===== src/rtl/accel_calibrate_tilt_core_assert.svh =====
// Assertion macros shared by the accelerometer tilt core.
`ifndef ACCEL_CALIBRATE_TILT_CORE_ASSERT_SVH
`define ACCEL_CALIBRATE_TILT_CORE_ASSERT_SVH

// Checked on every rising edge outside of reset.
`define ACT_ASSERT(lbl, prop) \
  lbl: assert property (@(posedge clk) disable iff (rst) prop) \
    else $error("accel tilt core check failed");

// Checked on every rising edge, reset included.
`define ACT_ASSERT_ALWAYS(lbl, prop) \
  lbl: assert property (@(posedge clk) prop) \
    else $error("accel tilt core check failed");

`endif


===== src/rtl/act_pkg.sv =====
// Types, constants and tables shared by the accelerometer tilt core.
package act_pkg;

  localparam int ANGLE_ITERATIONS_DEF = 16;
  localparam int ATAN_TBL_LEN = 24;

  // Rotator datapath and angle accumulator widths.
  localparam int CW = 27;
  localparam int AW = 27;

  localparam logic signed [16:0] DEG180_Q8 = 17'sd46080;
  localparam logic signed [16:0] DEG90_Q8 = 17'sd23040;
  localparam logic signed [AW-1:0] DEG180_Q16 = 27'sd11796480;

  // Register indexes of the configuration channel.
  localparam logic [7:0] CFG_OFFSET_X = 8'd0;
  localparam logic [7:0] CFG_OFFSET_Y = 8'd1;
  localparam logic [7:0] CFG_OFFSET_Z = 8'd2;
  localparam logic [7:0] CFG_GAIN_X = 8'd3;
  localparam logic [7:0] CFG_GAIN_Y = 8'd4;
  localparam logic [7:0] CFG_GAIN_Z = 8'd5;

  // atan(2^-i) in degrees, 16 fraction bits, rounded to nearest.
  localparam logic signed [AW-1:0] ATAN_TBL [ATAN_TBL_LEN] = '{
    27'sd2949120, 27'sd1740967, 27'sd919879, 27'sd466945,
    27'sd234379, 27'sd117304, 27'sd58666, 27'sd29335,
    27'sd14668, 27'sd7334, 27'sd3667, 27'sd1833,
    27'sd917, 27'sd458, 27'sd229, 27'sd115,
    27'sd57, 27'sd29, 27'sd14, 27'sd7,
    27'sd4, 27'sd2, 27'sd1, 27'sd0
  };

  typedef logic signed [15:0] sample_t;

  typedef struct packed {
    sample_t z;
    sample_t y;
    sample_t x;
  } axes_t;

  typedef struct packed {
    sample_t off_x;
    sample_t off_y;
    sample_t off_z;
    logic [15:0] gain_x;
    logic [15:0] gain_y;
    logic [15:0] gain_z;
  } calib_cfg_t;

  typedef struct packed {
    logic signed [CW-1:0] x;
    logic signed [CW-1:0] y;
    logic signed [AW-1:0] ang;
    logic is_fixed;
    logic signed [16:0] fixed_ang;
  } lane_t;

  typedef struct packed {
    axes_t norm;
    lane_t pitch;
    lane_t roll;
  } cordic_word_t;

  typedef struct packed {
    logic signed [16:0] roll;
    logic signed [16:0] pitch;
    axes_t norm;
  } result_t;

endpackage


===== src/rtl/act_angle_prep.sv =====
// Sets up both angle lanes: special cases, scaling and half-turn fold.
module act_angle_prep
  import act_pkg::*;
(
  input  logic         clk,
  input  logic         rst,
  input  logic         in_valid,
  output logic         in_ready,
  input  axes_t        in_axes,
  output logic         out_valid,
  input  logic         out_ready,
  output cordic_word_t out_word
);

  logic valid;
  cordic_word_t word;

  function automatic lane_t prep_lane(input sample_t num, input sample_t den);
    lane_t l;
    logic signed [CW-1:0] xs;
    logic signed [CW-1:0] ys;
    xs = {{(CW-24){den[15]}}, den, 8'b0};
    ys = {{(CW-24){num[15]}}, num, 8'b0};
    l.is_fixed = 1'b0;
    l.fixed_ang = '0;
    l.x = xs;
    l.y = ys;
    l.ang = '0;
    if (num == 16'sd0) begin
      l.is_fixed = 1'b1;
      l.fixed_ang = den[15] ? DEG180_Q8 : 17'sd0;
    end else if (den == 16'sd0) begin
      l.is_fixed = 1'b1;
      l.fixed_ang = num[15] ? -DEG90_Q8 : DEG90_Q8;
    end else if (den[15]) begin
      // Fold the vector into the right half plane and start from +-180.
      l.x = -xs;
      l.y = -ys;
      l.ang = num[15] ? -DEG180_Q16 : DEG180_Q16;
    end
    return l;
  endfunction

  assign in_ready = ~valid | out_ready;

  always_ff @(posedge clk) begin
    if (rst) begin
      valid <= 1'b0;
    end else if (in_ready) begin
      valid <= in_valid;
    end
  end

  always_ff @(posedge clk) begin
    if (in_ready && in_valid) begin
      word.norm <= in_axes;
      word.pitch <= prep_lane(in_axes.x, in_axes.z);
      word.roll <= prep_lane(in_axes.y, in_axes.z);
    end
  end

  assign out_valid = valid;
  assign out_word = word;

endmodule


===== config.mk =====
export PLATFORM = sky130hd
export DESIGN_NAME = act_angle_prep
export DESIGN_NICKNAME = d
export VERILOG_FILES = /design/src/rtl/accel_calibrate_tilt_core_assert.svh /design/src/rtl/act_pkg.sv /design/src/rtl/act_angle_prep.sv
export SDC_FILE = /design/constraint.sdc
export NUM_CORES = 1
export LEC_CHECK = 0
export ABC_AREA = 1
export BUFFER_PORTS_ARGS = -buffer_cell sky130_fd_sc_hd__clkbuf_2
export CAP_MARGIN = 20
export CORE_MARGIN = 8
export CORE_UTILIZATION = 49
export DETAILED_ROUTE_END_ITERATION = 7
export PLACE_DENSITY_LB_ADDON = 0.2
export SYNTH_ARGS = -nofsm -noshare
export SYNTH_HDL_FRONTEND = slang
export SYNTH_SLANG_ARGS = --single-unit
export TNS_END_PERCENT = 10

===== constraint.sdc =====
create_clock -name clk -period 11.1 [get_ports clk]
set_clock_uncertainty 0.2 [all_clocks]
set_input_delay 1.665 -clock clk [delete_from_list [all_inputs] [get_ports clk]]
set_output_delay 1.665 -clock clk [all_outputs]
set_load 0.005 [all_outputs]

# After elaboration in Yosys (flattened, before gate mapping)
# Cells that the tools add are included.
[word_totals]
register_bits = 247
latch_bits = 0
ram_bits = 0
rom_bits = 0
memories = 0
[classes]
addsub = 3
multipliers = 0
n_div = 0
order_cmp = 0
n_eq_ne = 0
shifts = 0
muxes = 15
bitwise = 3
reduce_logical = 6
[ops]
columns = ["operator", "n"]
rows = [
  ["two-way mux 81 bit", 6],
  ["negator 24 -> 27 bit", 3],
  ["two-way mux 17 bit", 4],
  ["two-way mux 27 bit", 2],
  ["zero test 16 bit", 3],
  ["two-way mux 18 bit", 2],
  ["two-way mux 16 bit", 1],
  ["OR reduction 3 bit", 2],
  ["inverter 1 bit", 2],
  ["logical AND 1 bit", 1],
  ["OR 1 bit", 1],
]

# Longest topological paths before layout
[depth]
word_depth = 4
mapped_depth = 11

# Worst setup path after synthesis
# No wires, ideal clock.
[synth_path]
kind = "in2reg"
from = "input in_valid"
to = "register word, in the netlist out_word[108], enable pin"
setup_ns = 0.680
arrival_time_ns = 8.348
required_ns = 10.220
path_slack_ns = 1.872
path_stages = 2
cell_sequence = "inv_1 -> a21oi_1"
[synth_via]
elab_chain_len = 1
[synth_rtl]
columns = ["element", "line", "rtl"]
rows = [
  ["start, declared", "act_angle_prep.sv:7", "input logic in_valid,"],
  ["logical AND 1 bit", "act_angle_prep.sv:55", "if (in_ready && in_valid) begin"],
  ["end, declared", "act_angle_prep.sv:16", "cordic_word_t word;"],
]
# Every way passes these cells.
# A chain may end at the register's enable or synchronous reset.

# Worst setup path after layout
[layout_path]
from = "input out_ready"
to = "output in_ready"
[layout_via]
elab_chain_len = 1
[layout_rtl]
columns = ["element", "line", "rtl"]
rows = [
  ["start, declared", "act_angle_prep.sv:11", "input logic out_ready,"],
  ["OR 1 bit", "act_angle_prep.sv:44", "assign in_ready = ~valid | out_ready;"],
  ["end, declared", "act_angle_prep.sv:8", "output logic in_ready,"],
]
# Every way passes these cells.

==> results_dict.tcl <==
set metrics [dict create \
    critPathLaunch "out_ready" \
    yosysSeqAreaShare_pct 58.6 \
    final_area_um2 8370 \
    firstDrtPassIters 5 \
    hp-start "out_valid" \
    synth_top_cell_by_area "edfxtp_1" \
    hpwl_um 12500 \
    final_layout_size_suffix_gt1_share_pct 32.0 \
    syn_to_final_growth_pct 17.8 \
    synth_seq_cells 139 \
    power.internal_mw 0.968 \
    yosys.area_share.adder_pct 0.528 \
    synthMuxAreaShare_pct 0 \
    finalCritPeriodShare_pct 35.3 \
    status "finished clean" \
    hold_path.class "register to register" \
    first_iter_violations 275 \
    fmax_mhz 255 \
    grt_start_max_net_pins 76 \
    clock-root-buffer "clkbuf_16" \
    rows 44 \
    start_util_pct 49.5 \
    slew_violations 0 \
    grt_usage_pct 17.8 \
    power.switching_mw 0.301 \
    fin_cells 1077 \
    critPathTopFamily "buffers and inverters" \
    synth_area_leaders "edfxtp_1 (58%), buf_4 (11%), nand2_1 (7.7%), nand3_1 (4.2%), inv_1 (3.4%)" \
    synth_top_area_share_pct 58.3 \
    synth-compound-area-share_pct 2.92 \
    post-route-util_pct 58.3 \
    grt_pass1_wl_um 25500 \
    worst_slew_pin_slew_ps 1020 \
    worst_setup_path_end_kind "output port" \
    rsz0062_at_grt "no" \
    irDropWorstVdd_mv 0.0874 \
    cts_made_buffers 17 \
    reg2regPathDepth 3 \
    combinationalPowerShare_pct 10.7 \
    hold_slack_ps 361 \
    min_to "out_valid" \
    power_leakage_nw 4.04 \
    holdPathStages 2 \
    power_density_nw_per_um2 152 \
    clk_path_buf_depth 2 \
    switching_share_pct 23.7 \
    synth-simple-area-share_pct 18.9 \
    fillers 1248 \
    grt-ovfl-total 0 \
    timing.final.crit_period_ps 3920 \
    cts_sinks 139 \
    postCtsSetupBuffers 0 \
    crit_fanout 2 \
    port_buffers 213 \
    dieWidth_um 136 \
    pwr-share-clk_pct 39.5 \
    wl_per_cell_um 15.6 \
    ff2ff_setup_slack_ps 8500 \
    chipHeight_um 136 \
    crit_arrival_ps 2060 \
    synth_top_family_by_area "simple AND/OR/NAND/NOR gates" \
    required_ps 9240 \
    dp.cells 1047 \
    syn-mean-instance-area_um2 10.4 \
    hold_viol 0 \
    p_seq_share_pct 49.8 \
    htree_levels 4 \
    multiInputGateArea_um2 2090 \
    synthXorXnorAreaFrac_pct 2.34 \
    core_um2 14400 \
    postSynthCellCount 682 \
    io_pins 300 \
    cts_tree "done" \
    r2r-start "out_valid" \
    critPathKind "primary input to output port" \
    tns_ps 0 \
    drc_errors 0 \
    clock_latency_ps 420 \
    die_area_um2 18600 \
    vias 5003 \
    gp_congestion 0.816 \
    max_cap_viol_count 0 \
    finalWirelength_um 16800 \
    antenna_cells 0 \
    dpl_cell_area_um2 7860 \
    reg2reg_to "out_word[61]" \
    clk_pin_slew_ps 50 \
    grt_pass1_vias 4996 \
    cpPeakStageDelay_ps 120 \
    antenna_found_initial 0 \
    vias_per_cell 4.65 \
    crit_top_cell "clkbuf_2" \
    setup_viol 0 \
    critPathBufInv 3 \
    crit_chain "clkbuf_2 > inv_1 > nand2_1 > clkbuf_2" \
    postRouteAntennaNets 0 \
    cp-start-kind "primary input" \
    slew_headroom_pct 32.2 \
    cpMaxStageDelayCell "clkbuf_2" \
    fin_nets 937 \
    holdBufCountCts 0 \
    ctsResizeCount 0 \
    yosysWarnings 0 \
    regArea_um2 4160 \
    syn_area_um2 7110 \
    synth_cell_type_count 33 \
]
-- synth_stat cells --
cell type,instances
nand2_2,2
clkinv_2,1
inv_4,1
nor3_2,2
a21oi_1,8
nand3_2,5
buf_6,5
buf_2,5
buf_4,108
nand3b_1,1
nor3_1,1
nand2_1,145
inv_1,65
nor2_1,44
nor2_4,8
o21ai_1,7
nand3_4,2
nand2_4,3
ha_1,3
dfxtp_1,1
nand4_1,1
inv_2,8
clkbuf_1,2
o21ai_0,20
xnor2_1,6
nand3_1,60
edfxtp_1,138
xor2_1,13
o21bai_1,1
conb_1,1
o21ai_2,2
nor2_2,12
o211ai_1,1
-- worst min-delay path: cells and delay by family (launching register included) --
family          cells  cell delay, ps
simple gates        1             110
flops               1             350
compound gates      1              60
-- cells by family after synthesis --
kind of cell / after synthesis
AND/OR/NAND/NOR: 286
adder cells (fa/ha/maj): 3
AO/OA/AOI/OAI: 39
other: 1
buffers and inverters: 195
flip-flops: 139
XOR/XNOR: 19
-- metrics by stage --
| stage | worst slack (ps) | power [mW] |
|---|---|---|
| final | 7180 | 1.27 |
| after global routing | 7130 | 1.32 |
| after CTS | 7160 | 1.28 |
| after detailed placement | 7000 | 0.779 |
| after global placement | 7010 | 0.778 |
| after floorplan | 1870 | 0.740 |
-- cell type report --
class,instances,area share (%)
Sequential cell,139,49.7
Inverter,75,3.41
Timing Repair Buffer,216,13.0
Clock inverter,12,1.00
Clock buffer,18,5.13
Tap cell,184,2.75
Multi-Input combinational cell,433,25.0
-- placed cells by master, fill, tap and decap left out, types with 2 or more instances in the layout --
cell type,count
xor2_1,13
inv_1,65
o21ai_0,20
clkinv_2,4
buf_4,3
nor2_4,8
edfxtp_1,138
nor2_1,44
nand2_2,2
nor2_2,12
clkbuf_2,213
o21ai_2,2
xnor2_1,6
o21ai_1,7
nand3_1,60
ha_1,3
nand3_4,2
clkinv_1,6
a21oi_1,7
conb_1,86
nor3_2,2
clkbuf_16,17
inv_2,8
nand2_4,3
nand3_2,5
nand2_1,145
-- power by group through the flow --
stage          Sequential (mW)  Combinational (mW)  Clock [mW]
2_1_floorplan            0.652              0.0881           0
3_3_place_gp             0.642               0.135           0
3_5_place_dp             0.643               0.137           0
4_1_cts                  0.632               0.137       0.509
5_1_grt                  0.635               0.154       0.531
6_report                 0.632               0.136       0.501
-- worst max path at each step --
| stage | cells past startpoint | endpoint |
|---|---|---|
| final | 4 | in_ready |
| after CTS | 4 | in_ready |
| after global routing | 4 | in_ready |
| after global placement | 5 | out_word[190] |
| after detailed placement | 5 | out_word[240] |
| after floorplan | 2 | out_word[108] |
-- registers in the layout (all words and copies together), names as in the netlist --
register / count
out_word: 138
out_valid: 1
-- per-layer routing --
layer | track usage [%] | vias up | wire length (um)
li1 | - | 2456 | -
met2 | 28.5 | 233 | 8030
met1 | 21.3 | 2294 | 6790
met3 | 7.24 | 20 | 1760
met4 | 5.92 | 0 | 229
met5 | 0 | - | 0
(Power assumes the default switching activity.)
