[src/rtl/accel_calibrate_tilt_core_assert.svh]
// Assertion macros shared by the accelerometer tilt core.
`ifndef ACCEL_CALIBRATE_TILT_CORE_ASSERT_SVH
`define ACCEL_CALIBRATE_TILT_CORE_ASSERT_SVH

// Checked on every rising edge outside of reset.
`define ACT_ASSERT(lbl, prop) \
  lbl: assert property (@(posedge clk) disable iff (rst) prop) \
    else $error("accel tilt core check failed");

// Checked on every rising edge, reset included.
`define ACT_ASSERT_ALWAYS(lbl, prop) \
  lbl: assert property (@(posedge clk) prop) \
    else $error("accel tilt core check failed");

`endif

[src/rtl/act_pkg.sv]
// Types, constants and tables shared by the accelerometer tilt core.
package act_pkg;

  localparam int ANGLE_ITERATIONS_DEF = 16;
  localparam int ATAN_TBL_LEN = 24;

  // Rotator datapath and angle accumulator widths.
  localparam int CW = 27;
  localparam int AW = 27;

  localparam logic signed [16:0] DEG180_Q8 = 17'sd46080;
  localparam logic signed [16:0] DEG90_Q8 = 17'sd23040;
  localparam logic signed [AW-1:0] DEG180_Q16 = 27'sd11796480;

  // Register indexes of the configuration channel.
  localparam logic [7:0] CFG_OFFSET_X = 8'd0;
  localparam logic [7:0] CFG_OFFSET_Y = 8'd1;
  localparam logic [7:0] CFG_OFFSET_Z = 8'd2;
  localparam logic [7:0] CFG_GAIN_X = 8'd3;
  localparam logic [7:0] CFG_GAIN_Y = 8'd4;
  localparam logic [7:0] CFG_GAIN_Z = 8'd5;

  // atan(2^-i) in degrees, 16 fraction bits, rounded to nearest.
  localparam logic signed [AW-1:0] ATAN_TBL [ATAN_TBL_LEN] = '{
    27'sd2949120, 27'sd1740967, 27'sd919879, 27'sd466945,
    27'sd234379, 27'sd117304, 27'sd58666, 27'sd29335,
    27'sd14668, 27'sd7334, 27'sd3667, 27'sd1833,
    27'sd917, 27'sd458, 27'sd229, 27'sd115,
    27'sd57, 27'sd29, 27'sd14, 27'sd7,
    27'sd4, 27'sd2, 27'sd1, 27'sd0
  };

  typedef logic signed [15:0] sample_t;

  typedef struct packed {
    sample_t z;
    sample_t y;
    sample_t x;
  } axes_t;

  typedef struct packed {
    sample_t off_x;
    sample_t off_y;
    sample_t off_z;
    logic [15:0] gain_x;
    logic [15:0] gain_y;
    logic [15:0] gain_z;
  } calib_cfg_t;

  typedef struct packed {
    logic signed [CW-1:0] x;
    logic signed [CW-1:0] y;
    logic signed [AW-1:0] ang;
    logic is_fixed;
    logic signed [16:0] fixed_ang;
  } lane_t;

  typedef struct packed {
    axes_t norm;
    lane_t pitch;
    lane_t roll;
  } cordic_word_t;

  typedef struct packed {
    logic signed [16:0] roll;
    logic signed [16:0] pitch;
    axes_t norm;
  } result_t;

endpackage

[src/rtl/act_calib.sv]
// Offset removal, gain multiply, rounding and saturation for the three axes.
module act_calib
  import act_pkg::*;
(
  input  logic       clk,
  input  logic       rst,
  input  calib_cfg_t cfg,
  input  logic       in_valid,
  output logic       in_ready,
  input  axes_t      in_axes,
  output logic       out_valid,
  input  logic       out_ready,
  output axes_t      out_axes
);

  logic v1, v2, v3;
  logic r1, r2, r3;
  logic signed [16:0] diff [3];
  logic signed [33:0] prod [3];
  axes_t norm;
  sample_t raw_a [3];
  sample_t off_a [3];
  logic [15:0] gain_a [3];

  function automatic sample_t round_sat(input logic signed [33:0] p);
    logic signed [34:0] s;
    logic signed [34:0] q;
    s = {p[33], p} + 35'sd8192;
    q = s >>> 14;
    if (q > 35'sd32767) return 16'sh7FFF;
    else if (q < -35'sd32768) return 16'sh8000;
    else return q[15:0];
  endfunction

  assign raw_a[0] = in_axes.x;
  assign raw_a[1] = in_axes.y;
  assign raw_a[2] = in_axes.z;
  assign off_a[0] = cfg.off_x;
  assign off_a[1] = cfg.off_y;
  assign off_a[2] = cfg.off_z;
  assign gain_a[0] = cfg.gain_x;
  assign gain_a[1] = cfg.gain_y;
  assign gain_a[2] = cfg.gain_z;

  assign r3 = ~v3 | out_ready;
  assign r2 = ~v2 | r3;
  assign r1 = ~v1 | r2;
  assign in_ready = r1;

  always_ff @(posedge clk) begin
    if (rst) begin
      v1 <= 1'b0;
      v2 <= 1'b0;
      v3 <= 1'b0;
    end else begin
      if (r1) v1 <= in_valid;
      if (r2) v2 <= v1;
      if (r3) v3 <= v2;
    end
  end

  always_ff @(posedge clk) begin
    for (int i = 0; i < 3; i++) begin
      if (r1 && in_valid) begin
        diff[i] <= $signed({raw_a[i][15], raw_a[i]}) - $signed({off_a[i][15], off_a[i]});
      end
      if (r2 && v1) begin
        prod[i] <= diff[i] * $signed({1'b0, gain_a[i]});
      end
    end
    if (r3 && v2) begin
      norm.x <= round_sat(prod[0]);
      norm.y <= round_sat(prod[1]);
      norm.z <= round_sat(prod[2]);
    end
  end

  assign out_valid = v3;
  assign out_axes = norm;

endmodule

[config.mk]
export PLATFORM = sky130hd
export DESIGN_NAME = act_calib
export DESIGN_NICKNAME = d
export VERILOG_FILES = /design/src/rtl/accel_calibrate_tilt_core_assert.svh /design/src/rtl/act_pkg.sv /design/src/rtl/act_calib.sv
export SDC_FILE = /design/constraint.sdc
export NUM_CORES = 2
export LEC_CHECK = 0
export BUFFER_PORTS_ARGS = -buffer_cell sky130_fd_sc_hd__buf_2
export CORE_ASPECT_RATIO = 1.75
export CORE_MARGIN = 2
export CORE_UTILIZATION = 50
export CTS_CLUSTER_SIZE = 25
export DETAILED_ROUTE_END_ITERATION = 10
export PLACE_DENSITY = 0.7
export SETUP_SLACK_MARGIN = 0.05
export SLEW_MARGIN = 20
export SYNTH_ARGS = -nofsm -noshare
export SYNTH_HDL_FRONTEND = slang
export SYNTH_SLANG_ARGS = --single-unit
[constraint.sdc]
create_clock -name clk -period 6.7 [get_ports clk]
set_clock_uncertainty 0.15 [all_clocks]
set_input_delay 0.335 -clock clk [delete_from_list [all_inputs] [get_ports clk]]
set_output_delay 0.335 -clock clk [all_outputs]
set_load 0.005 [all_outputs]
**Word level (Yosys, flattened, before mapping)**

Memory sizes are Yosys's and may differ from the RTL's.
Index checks and enable logic that the tools add are counted.

- Register bits after elaboration: 51
- Latch bits: 0
- Memory bits (writable): 153
- ROM bits: 0
- Word-level logic and storage cells: 39
- Memories: 2

Memory list:

| name | words | width | rd ports | clocked after Yosys merged registers in | write ports | RTL line | source |
|---|---|---|---|---|---|---|---|
| prod | 3 | 34 | 3 | 0 | 3 | act_calib.sv:19 | `logic signed [33:0] prod [3];` |
| diff | 3 | 17 | 3 | 0 | 3 | act_calib.sv:18 | `logic signed [16:0] diff [3];` |

- Add/sub/neg operators: 6
- Multipliers: 3
- Divide/modulo/power cells: 0
- Magnitude comparators: 6
- Eq/ne operators: 0
- Shift-type cells: 0
- Multiplexer cells: 7
- Bitwise logic cells: 6
- Reductions and logical operators: 3

Operators by type and width:

| cell | number |
|---|---|
| $add 34x15->35 const B | 3 |
| $mul 17x17->34 | 3 |
| $gt 21x16->1 const B | 3 |
| $lt 21x16->1 const B | 3 |
| $sub 16x16->17 | 3 |
| $mux 16 | 3 |
| $mux 1 | 4 |
| $logic_and 1x1->1 | 3 |
| $not 1->1 | 3 |
| $or 1x1->1 | 3 |

**Longest topological paths before layout**

- Word-level depth: 7
- Mapped depth: 25

**Worst setup path before layout**

OpenSTA, ideal clock, no wires.

- Path kind: input port to flip-flop
- Start: in cfg[8] (netlist name)
- End: mem prod[2][21] (netlist: prod[0][89]), data pin
- Arrival: 5.929 ns
- Required time: 6.288 ns
- Setup slack: 0.359 ns
- Stages on the path: 24
- Cells stage by stage: clkbuf_1 -> clkbuf_1 -> nand2_1 -> fa_1 -> inv_1 -> fa_1 -> inv_1 -> fa_1 -> inv_1 -> fa_1 -> fa_1 -> inv_1 -> fa_1 -> inv_1 -> ha_1 -> a21o_1 -> a211oi_1 -> nor2b_1 -> a21boi_1 -> o21a_1 -> o21a_1 -> o21ai_1 -> a21oi_1 -> xor2_1

RTL lines:

| item | RTL line | source |
|---|---|---|
| start, declared | act_calib.sv:7 | `input calib_cfg_t cfg,` |
| end, declared | act_calib.sv:19 |  |

==> key figures <==
Timing
  • Final Slew Violations: 0
  • Peak Freq: 155.8 MHz
  • Setup total negative slack: 0 ns
  • Max-Slew Margin vs Limit: a little under two fifths
  • RSZ-0062 raised after global routing: true
  • Tmin final: roughly 6.4 ns
  • Crit share post-route: between 90 and 100%
  • Hold Fails Final Rpt: 0
  • Setup Viol. Count Final: 0
  • Least-Margin Pin Slew: 0.9361 ns

Critical path
  • Maximum fanout along the worst path: 9
  • R2R setup slack: 0.28 ns
  • Kind of critical path: flop to flop
  • Crit-path cells: buf_4 > nand2_1 > fa_1 > inv_1 > fa_1 > fa_1 > fa_1 > fa_1 > inv_1 > fa_1 > inv_1 > ha_1 > a21o_1 > a21o_1 > a21oi_1 > o21ai_1 > o2111ai_1 > nand4b_1 > a21o_1 > a21oi_1 > xnor2_1
  • Startpoint types: flop
  • Most Frequent Cell on Critical Path: fa_1
  • Crit path from: diff[0][50]
  • Worst r2r src: diff[0][50]
  • Slowest cell delay on critical path: approximately 0.70 ns
  • Setup crit end: prod[0][101]
  • CP arrival: 6.49 ns
  • Crit-path leading delay family: adder cells
  • Reg-to-reg critical path endpoint: prod[0][101]
  • Critical path buffers and inverters: 4
  • Worst setup EP type: flop
  • CP Data Required Time: approximately 6.8 ns
  • Instance count on the critical path: 21
  • Slowest CP cell: fa_1
  • Register-to-Register Path Depth: 21

Yosys
  • Compound-Gate Fraction of Synth Area: 5.166%
  • Ys async rst share: 0%
  • Syn avg cell area: around 9.4 um2
  • Yosys warns: 0
  • Sequential area share after synthesis: 12.62%
  • Net count of the mapped netlist: 5425
  • Register bit count reported by yosys: between 150 and 200
  • Largest family of logic cells by synthesized area: adder cells
  • Syn Inst Count: roughly 4100
  • Fraction of synthesized area in multiplexers: 0%
  • Distinct cell type count after synthesis: 75
  • Post-Synth XOR/XNOR Area: 3.569%
  • Synth Area in Adders: 52.60%
  • Synth Area in Simple Gates: roughly 14%
  • Top flip-flop cell by instance count after synthesis: edfxtp_1
  • Post-synth EDFFs: between 150 and 200
  • Mapped cell area: a little under 40000 um2

Clock network
  • CTS clk-pin slew, worst paths: roughly 0.070 ns
  • Later-pin clock latency in the skew report: a little under 0.5 ns
  • CTS tree: done
  • Num CTS Buffers: 17
  • H-tree depth: 4
  • Sink Count: around 170
  • Clock buffer depth: 2
  • Clock root buffer: clkbuf_16

Placement
  • DP HPWL: roughly 80000 um
  • Routability cong.: just over 0.9
  • Input/output buffers: a little under 200

Routing
  • DRT iter0 DRCs: ~1400
  • DRT Wirelength: 94180 um
  • Avg WL per Cell: between 15 and 20 um
  • DR DRC count: 0
  • Post-DR vias/cell: between 5 and 6
  • Vias: between 20000 and 30000
  • Drt pass-1 iters: 7
  • Detail Route Antenna Nets: 0

Cells and area
  • Most frequent cells in the layout: inv_1, fa_1, nand2_1, and2_1, ha_1
  • Number of diodes: 0
  • # fillers: just over 7000
  • Layout cells sized above 1: a little under a tenth
  • Total area of sequential cells: 4925 um2
  • Nets@finish: 5638
  • Layout area overhead: 8.693%
  • Footprint of the multi-input gates: 29450 um2
  • Commonest non-fill, non-tap cell in the layout: inv_1

Floorplanning
  • Initial Util: roughly half
  • Die area: ~80000 um2
  • Core box area: just under 80000 um2
  • Cell Rows: roughly 140
  • Top Ports: a little under 200
  • Chip Width: around 220 um
  • Die H: about 370 um

Global routing
  • Initial antenna violation count: 1
  • First-pass GRT wire length: 155000 um
  • GRT Total Usage: ~25%
  • Grt total ovfl: 0
  • Vias in the first global route: ~31000
  • Largest net degree at the start of global routing: 64

Hold path
  • Worst hold path class: input pin to flop

Status
  • Status: complete, no violations

Job
  • Max Cap Viol: 0
==> Yosys cell counts, drive strengths merged (2+ instances only) <==
library cell     n  area share [%]
inv           1119              11
fa             834              43
nand2          549             5.3
and2           322             5.2
ha             306             9.8
edfxtp         162              12
clkbuf         123             1.2
xnor2          111             2.5
o21ai           84             1.2
nor2            78            0.75
a21oi           74             1.0
nand3           52            0.67
xor2            48             1.1
a21o            34            0.65
nor3            30            0.40
and3            28            0.45
nor2b           21            0.34
o21a            16            0.31
nand2b          12            0.19
nand4           11            0.21
a31oi           10            0.20
a211oi           9            0.17
a21boi           9            0.17
or3              9            0.14
o21bai           8            0.19
or2              7            0.11
a2111oi          6            0.13
buf              6           0.090
a211o            5            0.11
nor4             5            0.15
a221oi           4            0.17
o211ai           4           0.077
o22ai            4           0.064
o31ai            4           0.090
a31o             3           0.067
a32oi            3           0.067
a41o             3           0.077
dfxtp            3            0.15
nor3b            3           0.058
o2111a           2           0.058
o31a             2           0.045
o41a             2           0.058
o41ai            2           0.064
==> per-layer routing <==
layer  share of wire [%]  GRT usage (%)  vias to the layer above
li1                    -              -                    12680
met4                 7.2          16.34                        2
met1                  34          25.40                    14290
met5               0.013              0                        -
met2                  54          47.19                      769
met3                 4.2          3.061                      282
==> state kept, by name (all words and copies together), names as in the netlist <==
signal	flops
diff	51
out_axes	48
v1	1
prod	63
v2	1
out_valid	1
==> stage by stage <==
| step | hold slack (ns) | std cells | instance area (um2) | setup WS, ns | util (%) |
|---|---|---|---|---|---|
| 6_report | 0.08899 | 5390 | 42410 | 0.2827 | 54.82 |
| 5_1_grt | 0.07581 | 5390 | 42410 | 0.007387 | 54.82 |
| 4_1_cts | 0.03796 | 5354 | 42100 | 0.1036 | 54.42 |
| 3_5_place_dp | 0.3813 | 5320 | 41490 | 0.1404 | 53.63 |
| 3_3_place_gp | 0.3831 | 5320 | 41490 | 0.2185 | 53.63 |
| 2_1_floorplan | 0.2541 | 4137 | 39020 | 0.3590 | - |
==> cell families (layout without fill, tap and decap cells) <==
family | after synthesis | after routing
flip-flops | 165 | 165
adder cells (fa/ha/maj) | 1140 | 1140
XOR/XNOR | 159 | 159
buffers and inverters | 1248 | 1474
AND/OR/NAND/NOR | 1131 | 1131
AO/OA/AOI/OAI | 294 | 294
==> tightest hold or removal path: stages <==
cell and delay [ns]:
buf_2 0.08, ha_1 0.12, inv_1 0.03
==> what timing repair did <==
item,4_1_cts,5_1_grt
setup buffers,0,36
resized for setup,0,7
endpoints found under the hold margin,3,0
hold buffers,2,0
endpoints found under the setup margin,0,16
==> area by class of cell <==
type,count,share of cell area (%)
multi-input cells,2724,69.44
flip-flops and latches,165,11.61
inverters,1119,9.913
repair buffers,323,4.599
well taps,1027,3.030
clock buffers,18,1.012
clock inverters,14,0.3953
==> how the worst min path moves through the flow <==
stage	start	end	slack (ns)	cells past startpoint
5_1_grt	cfg[48]	diff[0][34]	0.08	3
2_1_floorplan	rst	v1	0.25	1
4_1_cts	cfg[48]	diff[0][34]	0.04	3
6_report	cfg[48]	diff[0][34]	0.09	3
3_5_place_dp	rst	v1	0.38	2
3_3_place_gp	rst	v1	0.38	2
Power is not shown: default switching activity piles up to over one toggle a cycle in this logic, so the estimate is an artifact.
