### config.mk
export PLATFORM = sky130hd
export DESIGN_NAME = act_angle_out
export DESIGN_NICKNAME = d
export VERILOG_FILES = /design/src/rtl/accel_calibrate_tilt_core_assert.svh /design/src/rtl/act_pkg.sv /design/src/rtl/act_angle_out.sv
export SDC_FILE = /design/constraint.sdc
export NUM_CORES = 1
export LEC_CHECK = 0
export BUFFER_PORTS_ARGS = -buffer_cell sky130_fd_sc_hd__buf_2
export CAP_MARGIN = 20
export CORE_AREA = 10 10 121 123
export DETAILED_ROUTE_END_ITERATION = 8
export DIE_AREA = 0 0 131 133
export PLACE_DENSITY = 0.82
export SETUP_SLACK_MARGIN = 0.3
export SYNTH_ARGS = -nofsm -noshare
export SYNTH_HDL_FRONTEND = slang
export SYNTH_SLANG_ARGS = --single-unit
export TNS_END_PERCENT = 50
### constraint.sdc
create_clock -name clk -period 3.3 [get_ports clk]
set_input_delay 0.165 -clock clk [delete_from_list [all_inputs] [get_ports clk]]
set_output_delay 0.165 -clock clk [all_outputs]
set_load 0.02 [all_outputs]
### src/rtl/accel_calibrate_tilt_core_assert.svh
// Assertion macros shared by the accelerometer tilt core.
`ifndef ACCEL_CALIBRATE_TILT_CORE_ASSERT_SVH
`define ACCEL_CALIBRATE_TILT_CORE_ASSERT_SVH

// Checked on every rising edge outside of reset.
`define ACT_ASSERT(lbl, prop) \
  lbl: assert property (@(posedge clk) disable iff (rst) prop) \
    else $error("accel tilt core check failed");

// Checked on every rising edge, reset included.
`define ACT_ASSERT_ALWAYS(lbl, prop) \
  lbl: assert property (@(posedge clk) prop) \
    else $error("accel tilt core check failed");

`endif

### src/rtl/act_pkg.sv
// Types, constants and tables shared by the accelerometer tilt core.
package act_pkg;

  localparam int ANGLE_ITERATIONS_DEF = 16;
  localparam int ATAN_TBL_LEN = 24;

  // Rotator datapath and angle accumulator widths.
  localparam int CW = 27;
  localparam int AW = 27;

  localparam logic signed [16:0] DEG180_Q8 = 17'sd46080;
  localparam logic signed [16:0] DEG90_Q8 = 17'sd23040;
  localparam logic signed [AW-1:0] DEG180_Q16 = 27'sd11796480;

  // Register indexes of the configuration channel.
  localparam logic [7:0] CFG_OFFSET_X = 8'd0;
  localparam logic [7:0] CFG_OFFSET_Y = 8'd1;
  localparam logic [7:0] CFG_OFFSET_Z = 8'd2;
  localparam logic [7:0] CFG_GAIN_X = 8'd3;
  localparam logic [7:0] CFG_GAIN_Y = 8'd4;
  localparam logic [7:0] CFG_GAIN_Z = 8'd5;

  // atan(2^-i) in degrees, 16 fraction bits, rounded to nearest.
  localparam logic signed [AW-1:0] ATAN_TBL [ATAN_TBL_LEN] = '{
    27'sd2949120, 27'sd1740967, 27'sd919879, 27'sd466945,
    27'sd234379, 27'sd117304, 27'sd58666, 27'sd29335,
    27'sd14668, 27'sd7334, 27'sd3667, 27'sd1833,
    27'sd917, 27'sd458, 27'sd229, 27'sd115,
    27'sd57, 27'sd29, 27'sd14, 27'sd7,
    27'sd4, 27'sd2, 27'sd1, 27'sd0
  };

  typedef logic signed [15:0] sample_t;

  typedef struct packed {
    sample_t z;
    sample_t y;
    sample_t x;
  } axes_t;

  typedef struct packed {
    sample_t off_x;
    sample_t off_y;
    sample_t off_z;
    logic [15:0] gain_x;
    logic [15:0] gain_y;
    logic [15:0] gain_z;
  } calib_cfg_t;

  typedef struct packed {
    logic signed [CW-1:0] x;
    logic signed [CW-1:0] y;
    logic signed [AW-1:0] ang;
    logic is_fixed;
    logic signed [16:0] fixed_ang;
  } lane_t;

  typedef struct packed {
    axes_t norm;
    lane_t pitch;
    lane_t roll;
  } cordic_word_t;

  typedef struct packed {
    logic signed [16:0] roll;
    logic signed [16:0] pitch;
    axes_t norm;
  } result_t;

endpackage

### src/rtl/act_angle_out.sv
// Rounds and clamps both angles and holds the finished result word.
module act_angle_out
  import act_pkg::*;
(
  input  logic         clk,
  input  logic         rst,
  input  logic         in_valid,
  output logic         in_ready,
  input  cordic_word_t in_word,
  output logic         out_valid,
  input  logic         out_ready,
  output result_t      out_result
);

  logic valid;
  result_t result;

  function automatic logic signed [16:0] finish(input lane_t l);
    logic signed [AW-1:0] s;
    logic signed [AW-1:0] q;
    s = l.ang + 27'sd128;
    q = s >>> 8;
    if (l.is_fixed) return l.fixed_ang;
    else if (q > 27'sd46080) return DEG180_Q8;
    else if (q < -27'sd46080) return -DEG180_Q8;
    else return q[16:0];
  endfunction

  assign in_ready = ~valid | out_ready;

  always_ff @(posedge clk) begin
    if (rst) begin
      valid <= 1'b0;
    end else if (in_ready) begin
      valid <= in_valid;
    end
  end

  always_ff @(posedge clk) begin
    if (in_ready && in_valid) begin
      result.norm <= in_word.norm;
      result.pitch <= finish(in_word.pitch);
      result.roll <= finish(in_word.roll);
    end
  end

  assign out_valid = valid;
  assign out_result = result;

endmodule

# == Word level (Yosys, flattened, before mapping) ==
# Cells that the tools add are included.
# op_classes
add_sub_neg,2
n_lt_le_gt_ge,4
mux,6
n_bitwise,2
n_reduce_logical,1
# op_table
operator,n
two-way mux 17 bit,6
adder 27 x 9 -> 27 bit (second input constant),2
> comparator 19 x 17 -> 1 bit (second input constant),2
less-than comparator 19 x 17 -> 1 bit (second input constant),2
logical AND 1 bit,1
NOT 1 bit,1
bitwise OR 1 bit,1
# totals
register_bits,83
input_bits,250
output_inout_bits,84
wordCells,21

# == Depth between registers and ports, before layout ==
# Gate-level depths: netlist (run 1).
# depth
depth_word,5
mapped_depth,10
depth_no_buf,8

# == Worst setup path after synthesis (run 1) ==
# Ideal clock, no wire load.
# synth_timing
kind,register -> register
start,"register valid, in the netlist out_valid"
end,"register result (netlist bit out_result[0]), enable pin"
setup_ns,0.449
t_arrival_ns,2.568
required_ns,2.851
slack_ns,0.282
path_stages_with_launch,3
path_buffers,0
period_less_slack_ns,3.018
path_cell_list,dfxtp_1 nand2b_1 and2_1
# synth_between
elab_chain_cells,3
# synth_rtl
element,line_no,text
from (decl),act_angle_out.sv:15,logic valid;
from (signal assigned),act_angle_out.sv:35,valid <= in_valid;
NOT 1 bit,act_angle_out.sv:29,assign in_ready = ~valid | out_ready;
bitwise OR 1 bit,act_angle_out.sv:29,
via in_ready,act_angle_out.sv:8,"output logic in_ready,"
logical AND 1 bit,act_angle_out.sv:40,if (in_ready && in_valid) begin
to (decl),act_angle_out.sv:16,result_t result;
# The timed path passes the listed nets, and every way through them passes these cells.
# A chain may end at the register's enable or synchronous reset.

# == Worst setup path after layout (run 1) ==
# layout_timing
start,input port in_word[124] (netlist bit)
end,"register result (netlist bit out_result[60]), data pin"
# layout_between
elab_chain_cells,5
elab_cells_between_ends,6
classes_between,1 x add/sub; 2 x order compare; 3 x mux
# layout_rtl
element,line_no,text
from (decl),act_angle_out.sv:9,"input cordic_word_t in_word,"
adder 27 x 9 -> 27 bit (*),act_angle_out.sv:21,s = l.ang + 27'sd128;
less-than comparator 19 x 17 -> 1 bit,act_angle_out.sv:25,else if (q < -27'sd46080) return -DEG180_Q8;
two-way mux 17 bit,act_angle_out.sv:25,
two-way mux 17 bit (*),act_angle_out.sv:24,else if (q > 27'sd46080) return DEG180_Q8;
two-way mux 17 bit (*),act_angle_out.sv:23,if (l.is_fixed) return l.fixed_ang;
# Every way passes the cells marked *; elsewhere a longest branch is shown, timed or not.

==> results by group, run 1 <==
Floorplanning
  • Core area: between 0.01 and 0.015 mm²
  • Num rows: just over 40
  • Die area: 0.0174 mm²
  • Starting Density: between 30% and 40%
  • Die W: roughly 130 µm
  • Die Y: around 130 µm
  • Ports: about 330

Timing
  • Setup total negative slack: 0 ns
  • Clock skew: 0.00465 ns
  • Worst Hold Slack: ~0.011 ns
  • Tmin final: 2.66 ns
  • Slew Viols, Final: 0
  • Headroom to the max-slew limit: 32.4%
  • Worst slew pin tran: a little over 1 ns
  • Final worst path period share: 80.5%
  • Fin. Hold Viols: 0
  • # setup viols final: 0
  • RSZ-0062 raised after global routing: no
  • Max Clk Rate: about 0.38 GHz

Clocking
  • Root buffer cell: clkbuf_16
  • CTS Buf Count: 9
  • CTS clk-pin slew, worst paths: about 0.06 ns
  • CTS tree: done
  • Clock Path Buffers: 2
  • Hold_buf cts: 5
  • Sink Count: just over 80
  • CTS H-tree lvls: 3
  • Clock latency at the later pin of the worst-skew pair: 0.33 ns
  • Post_cts resized: 0
  • Setup Fix Bufs, Post-CTS: 0

Global routing
  • Global-route wire length before repair: about 21000 µm
  • Initial antenna violation count: 5
  • Vias in the first global route: ~3800
  • GR Util All Layers: between 10% and 20%
  • Grt total ovfl: 0
  • Largest net degree at the start of global routing: 83

Final layout
  • Area taken by multi-input logic gates: just under 0.002 mm²
  • Final Net Count: 887
  • Fillers: 1118
  • Post-Layout Inst Area: around 0.0063 mm²
  • Layout cells sized above 1: 37.8%
  • Layout area overhead: 34.5%
  • Sequential standard cell area: 0.00248 mm²

Critical path
  • Reg-to-reg startpoint: out_valid$_SDFFE_PP0N_
  • Crit Path Category: in -> reg
  • Reg2Reg Setup Slack: ~1.6 ns
  • CP arrival: approximately 2.7 ns
  • CP max-delay cell: or4b_1
  • Slowest cell delay on critical path: slightly below 0.5 ns
  • CP Max Fanout: 15
  • FF-to-FF path depth: 2
  • Buffers & Inverters on Critical Path: 1
  • Required @ worst endpoint: roughly 3.4 ns
  • Crit-path cells: buf_2 > ha_1 > and4_1 > nand3_1 > o31ai_1 > or4b_1 > o41a_1 > a31o_4 > a311o_1
  • Setup crit start kind: input pin
  • CP delay by family, top: compound AO/OA/AOI/OAI gates
  • Capturing point of the worst reg2reg path: out_result[58]$_DFFE_PP_
  • CP endpoint kind: flip-flop

Pwr
  • Worst VDD drop: approximately 210 µV
  • Leak Pwr: 2.52 nW
  • Internal Power: 2.09 mW
  • Clock share of power: approximately 37%
  • Sw Share: between 20% and 30%
  • Combinational Power Share: roughly 18%
  • Power per cell area: 446 mW/mm²
  • Sw Pwr: 699 µW
  • Flop pwr share: ~45%

Synthesis
  • FF+latch count, synth: 83
  • Register area share after synthesis: between 50% and 60%
  • Synth Area in XOR/XNOR: under 10%
  • Top-area cell type share of the netlist area: 52.9%
  • Post-synthesis mux area share: less than 1%
  • Yosys warnings: 0
  • Post-synth EDFFs: a little over 80
  • Syn Inst Count: around 430
  • Asr flop ratio synth: 0%
  • Post-synth cell types: 66
  • Mapped Area: around 0.0047 mm²
  • Complex-gate fraction of the synthesized area: about 14%
  • Syn Area/Cell: around 11 µm²
  • Largest family of logic cells by synthesized area: simple AND/OR/NAND/NOR gates
  • Net Count, Synth: 678
  • Area leader, netlist: edfxtp_1
  • Post-synthesis simple-gate area fraction: between 10% and 20%
  • Post-synthesis adder-cell area fraction: less than 1%
  • Most used DFF post-synth: edfxtp_1
  • Ranking of synthesized cells by area: edfxtp_1, nand2_1, xnor2_1

Place
  • DP Area: 0.00578 mm²
  • Post-DP HPWL: between 10000 and 15000 µm
  • GP Congestion: around 0.94
  • I/O Buffers: 211

Worst hold path
  • Hold EP: out_result[2]$_DFFE_PP_
  • Hold path start: in_word[200]
  • Worst hold path class: in -> reg
  • Hold Crit Depth: 1

Drt
  • Vias: ~4200
  • DRT antenna net count: 0
  • Wire length per cell: between 15 and 20 µm
  • Drt total wl: about 15000 µm
  • Via/cell ratio: between 5 and 6
  • DRC: 0
  • Pre-antenna DRT Iters: 6
  • Initial drt markers: around 400

Outcome
  • Status: finished clean

Job
  • Max-cap violations: 0
## flip-flops by register name, indices dropped and copies added, names as in the netlist
signal and count:
out_result 82, out_valid 1
## how the worst max path moves through the flow
| stage | startpoint | to | cells past startpoint |
|---|---|---|---|
| 3_3_place_gp | in_word[124] | out_result[57]$_DFFE_PP_ | 9 |
| 4_1_cts | in_word[124] | out_result[60]$_DFFE_PP_ | 9 |
| 2_1_floorplan | in_word[124] | out_result[48]$_DFFE_PP_ | 10 |
| 5_1_grt | in_word[124] | out_result[57]$_DFFE_PP_ | 9 |
| 3_5_place_dp | in_word[124] | out_result[60]$_DFFE_PP_ | 9 |
| 6_report | in_word[124] | out_result[60]$_DFFE_PP_ | 9 |
## cell usage after synthesis (3+ instances only)
cell,number
inv_1,11
xnor2_1,21
a21oi_1,13
a41oi_1,3
nand3_1,13
nand2b_1,5
nor4_1,9
o21ai_0,17
o31ai_1,13
nand4_1,11
or4_1,5
and2_1,6
buf_6,3
a311o_1,3
xor2_1,16
buf_2,11
nor3_1,8
a211oi_1,4
clkbuf_1,13
or3_1,3
a31oi_1,4
o211ai_1,5
edfxtp_1,82
buf_4,3
and3_1,5
nor2_1,29
o21bai_1,3
and4_1,5
nand2_1,50
## through the flow
stage,power (mW),setup slack (ns),utilization [%],instances
global placement,1.76,0.353,46.7,780
detailed placement,1.77,0.331,46.7,780
finish,2.79,0.644,50.6,816
CTS,2.80,0.673,49.6,801
floorplan,1.57,0.795,-,426
global route,2.90,0.441,50.5,813
## metal layers
layer	up-vias	share of wire, %	track usage, %
li1	2050	-	-
met1	1938	39	17.8
met2	181	47	25.5
met3	14	12	7.39
met4	2	0.99	4.64
met5	-	0.13	0
## cell families (layout without fill, tap and decap cells)
kind of cell | count (synthesis) | in the layout
buf+inv | 42 | 256
fa+ha+maj | 2 | 2
mux | 3 | 3
xor+xnor | 37 | 37
flops | 83 | 83
other cells | 0 | 4
compound gates | 91 | 91
simple gates | 168 | 168
## cell usage in the layout, fill, tap and decap left out, types with 3 or more instances in the layout
master / n
a211oi_1: 4
a21oi_1: 13
a311o_1: 3
a31oi_1: 4
a41oi_1: 3
and2_1: 5
and3_1: 5
and4_1: 5
buf_2: 211
clkbuf_16: 9
diode_2: 4
dlygate4sd3_1: 16
edfxtp_1: 82
inv_1: 11
nand2_1: 50
nand2b_1: 5
nand3_1: 13
nand4_1: 11
nor2_1: 29
nor3_1: 8
nor4_1: 9
o211ai_1: 5
o21ai_0: 17
o21bai_1: 3
o31ai_1: 13
or3_1: 3
or4_1: 5
xnor2_1: 21
xor2_1: 16
## power groups by stage
| stage | Sequential (mW) | Clock [mW] | Combinational, mW |
|---|---|---|---|
| floorplan | 1.38 | 0 | 0.190 |
| global route | 1.27 | 1.08 | 0.542 |
| CTS | 1.27 | 1.05 | 0.490 |
| detailed placement | 1.29 | 0 | 0.484 |
| global placement | 1.28 | 0 | 0.477 |
| finish | 1.27 | 1.02 | 0.501 |
## layout make-up
cell class              count  share of cell area (%)
diodes                      4                   0.160
clock buffers              11                    3.72
clock inverters             5                    1.24
inverters                  11                   0.660
multi-input cells         301                    31.4
flip-flops and latches     83                    39.7
well taps                 172                    3.44
repair buffers            229                    19.7
Power figures use the tool's default switching activity.
==> run 2, diff against run 1 <==
==> constraint.sdc (replaced) <==
create_clock -name clk -period 2.79 [get_ports clk]
set_input_delay 0.1395 -clock clk [delete_from_list [all_inputs] [get_ports clk]]
set_output_delay 0.1395 -clock clk [all_outputs]
set_load 0.02 [all_outputs]
==> results by group, run 2 (synthesized netlist as in run 1, its figures left out) <==
Final layout
  • Max reg flops: between 80 and 90
  • Commonest non-fill, non-tap cell in the layout: buf_2
  • Final Net Count: 941
  • Layout cells sized above 1: roughly two fifths
  • Layout area overhead: 45.6%
  • Commonest cells after routing, fill and taps aside: buf_2, edfxtp_1, nand2_1, dlygate4sd3_1, nor2_1

Global routing
  • Initial antenna violation count: 3
  • Vias in the first global route: about 4300
  • Global-route wire length before repair: between 20000 and 25000 µm
  • GR Util All Layers: 17.6%
  • Grt total ovfl: 0
  • Largest net degree at the start of global routing: between 40 and 50

Timing
  • Worst Hold Slack: between 0.07 and 0.08 ns
  • Worst slew pin tran: approximately 0.56 ns
  • Final worst path period share: 85.5%
  • Headroom to the max-slew limit: roughly 63%
  • Setup total negative slack: 0 ns
  • Clock skew: roughly 0.0044 ns
  • Max Clk Rate: 0.419 GHz
  • Fin. Hold Viols: 0
  • RSZ-0062 raised after global routing: no
  • # setup viols final: 0
  • Slew Viols, Final: 0
  • Tmin final: 2.39 ns

Drt
  • Vias: approximately 4500
  • Initial drt markers: between 400 and 500
  • Drt total wl: about 16000 µm
  • DRT antenna net count: 0
  • Via/cell ratio: approximately 5.1
  • Pre-antenna DRT Iters: 5
  • Routed length on met1: approximately 6100 µm
  • DR WL met3: 1890 µm
  • Routed wl met2: roughly 7800 µm
  • DRC: 0
  • Wire length per cell: around 18 µm
  • Top Layer Used: met5

Floorplanning
  • Die W: about 130 µm
  • Num rows: 41
  • Die Y: roughly 130 µm
  • Starting Density: 37.6%
  • Ports: around 330
  • Die area: about 0.017 mm²
  • Core area: around 0.012 mm²

Critical path
  • CP endpoint kind: flip-flop
  • Buffers & Inverters on Critical Path: 2
  • Setup crit start kind: input pin
  • Slowest cell delay on critical path: 0.50 ns
  • Required @ worst endpoint: 2.85 ns
  • CP arrival: about 2.5 ns
  • CP max-delay cell: or4b_4
  • Crit-path cells: buf_2 > buf_4 > and3_1 > a311oi_2 > a31oi_1 > or4b_4 > o41a_1 > a31o_4 > a311o_1
  • Crit Path Category: in -> reg
  • CP delay by family, top: compound AO/OA/AOI/OAI gates
  • CP Max Fanout: 6

Place
  • Post-DP HPWL: 12300 µm
  • GP Congestion: 0.970
  • I/O Buffers: roughly 210

Clocking
  • Sink Count: 83
  • CTS H-tree lvls: 3
  • Clock latency at the later pin of the worst-skew pair: 0.33 ns
  • CTS clk-pin slew, worst paths: about 0.060 ns
  • CTS tree: done
  • Clock Path Buffers: 2
  • Setup Fix Bufs, Post-CTS: 0
  • CTS Buf Count: 9
  • Root buffer cell: clkbuf_16

Outcome
  • Status: finished clean

Pwr
  • Leak Pwr: between 2 and 3 nW
  • Worst VDD drop: 253 µV
  • Power per cell area: roughly 490 mW/mm²

Worst hold path
  • Worst hold path class: in -> reg

Job
  • Max-cap violations: 0
-- run 2: changes by cell type in the layout (fill, tap and decap cells not counted), moves of 2 or more --
cell	before	now
buf_12	0	2
buf_4	2	21
clkbuf_8	0	2
dlygate4sd3_1	16	49
-- run 2: per-layer routing --
layer  vias to the layer above  global-route usage [%]
li1                       2176                       -
met1                      2058                    19.8
met2                       210                    29.3
met3                        17                    7.79
met4                         2                    4.88
met5                         -                       0
-- run 2: layout make-up --
class                   instances  area, µm²
repair buffers                283       1740
flip-flops and latches         83       2480
diodes                          4       10.0
clock inverters                 4       48.8
clock buffers                  12        256
fillers                      1066       5590
well taps                     172        215
multi-input cells             301       1970
inverters                      11       41.3
-- run 2: what timing repair did --
action	CTS	global route
endpoints found under the setup margin	0	7
hold endpoints to repair	47	2
hold buffers	47	2
resized for setup	0	3
-- run 2: path summary, 6_finish.rpt --
| check | startpoint | to | slack (ns) | cells after the start |
|---|---|---|---|---|
| setup / recovery | in_word[124] | out_result[60]$_DFFE_PP_ | 0.40 | 9 |
| hold / removal | in_valid | out_valid$_SDFFE_PP0N_ | 0.07 | 3 |
| setup reg to reg | out_valid$_SDFFE_PP0N_ | out_result[27]$_DFFE_PP_ | 1.17 | 3 |
| hold reg to reg | out_valid$_SDFFE_PP0N_ | out_valid$_SDFFE_PP0N_ | 0.58 | 2 |
-- run 2: worst register-to-register path, cell delays in order (launching register included) --
cell and delay (ns):
dfxtp_1 0.32, nand2b_1 0.14, and2_4 0.54, buf_12 0.31
-- run 2: report_power, final --
part / internal, mW / total, mW / switching [mW] / leakage, nW
registers: 1.48 / 1.50 / 0.0215 / 0.806
logic: 0.269 / 0.662 / 0.393 / 1.81
clock network: 0.740 / 1.18 / 0.439 / 0.153
total: 2.48 / 3.34 / 0.854 / 2.77
-- run 2: metrics by stage --
step	util, %	std cells	setup slack, ns	area (µm²)	power (mW)
2_1_floorplan	-	426	0.311	4650	1.86
3_3_place_gp	48.2	801	0.0533	5960	2.11
3_5_place_dp	48.2	801	0.0158	5960	2.12
4_1_cts	54.5	864	0.367	6730	3.35
5_1_grt	54.7	867	0.305	6770	3.47
6_report	54.8	870	0.404	6770	3.34
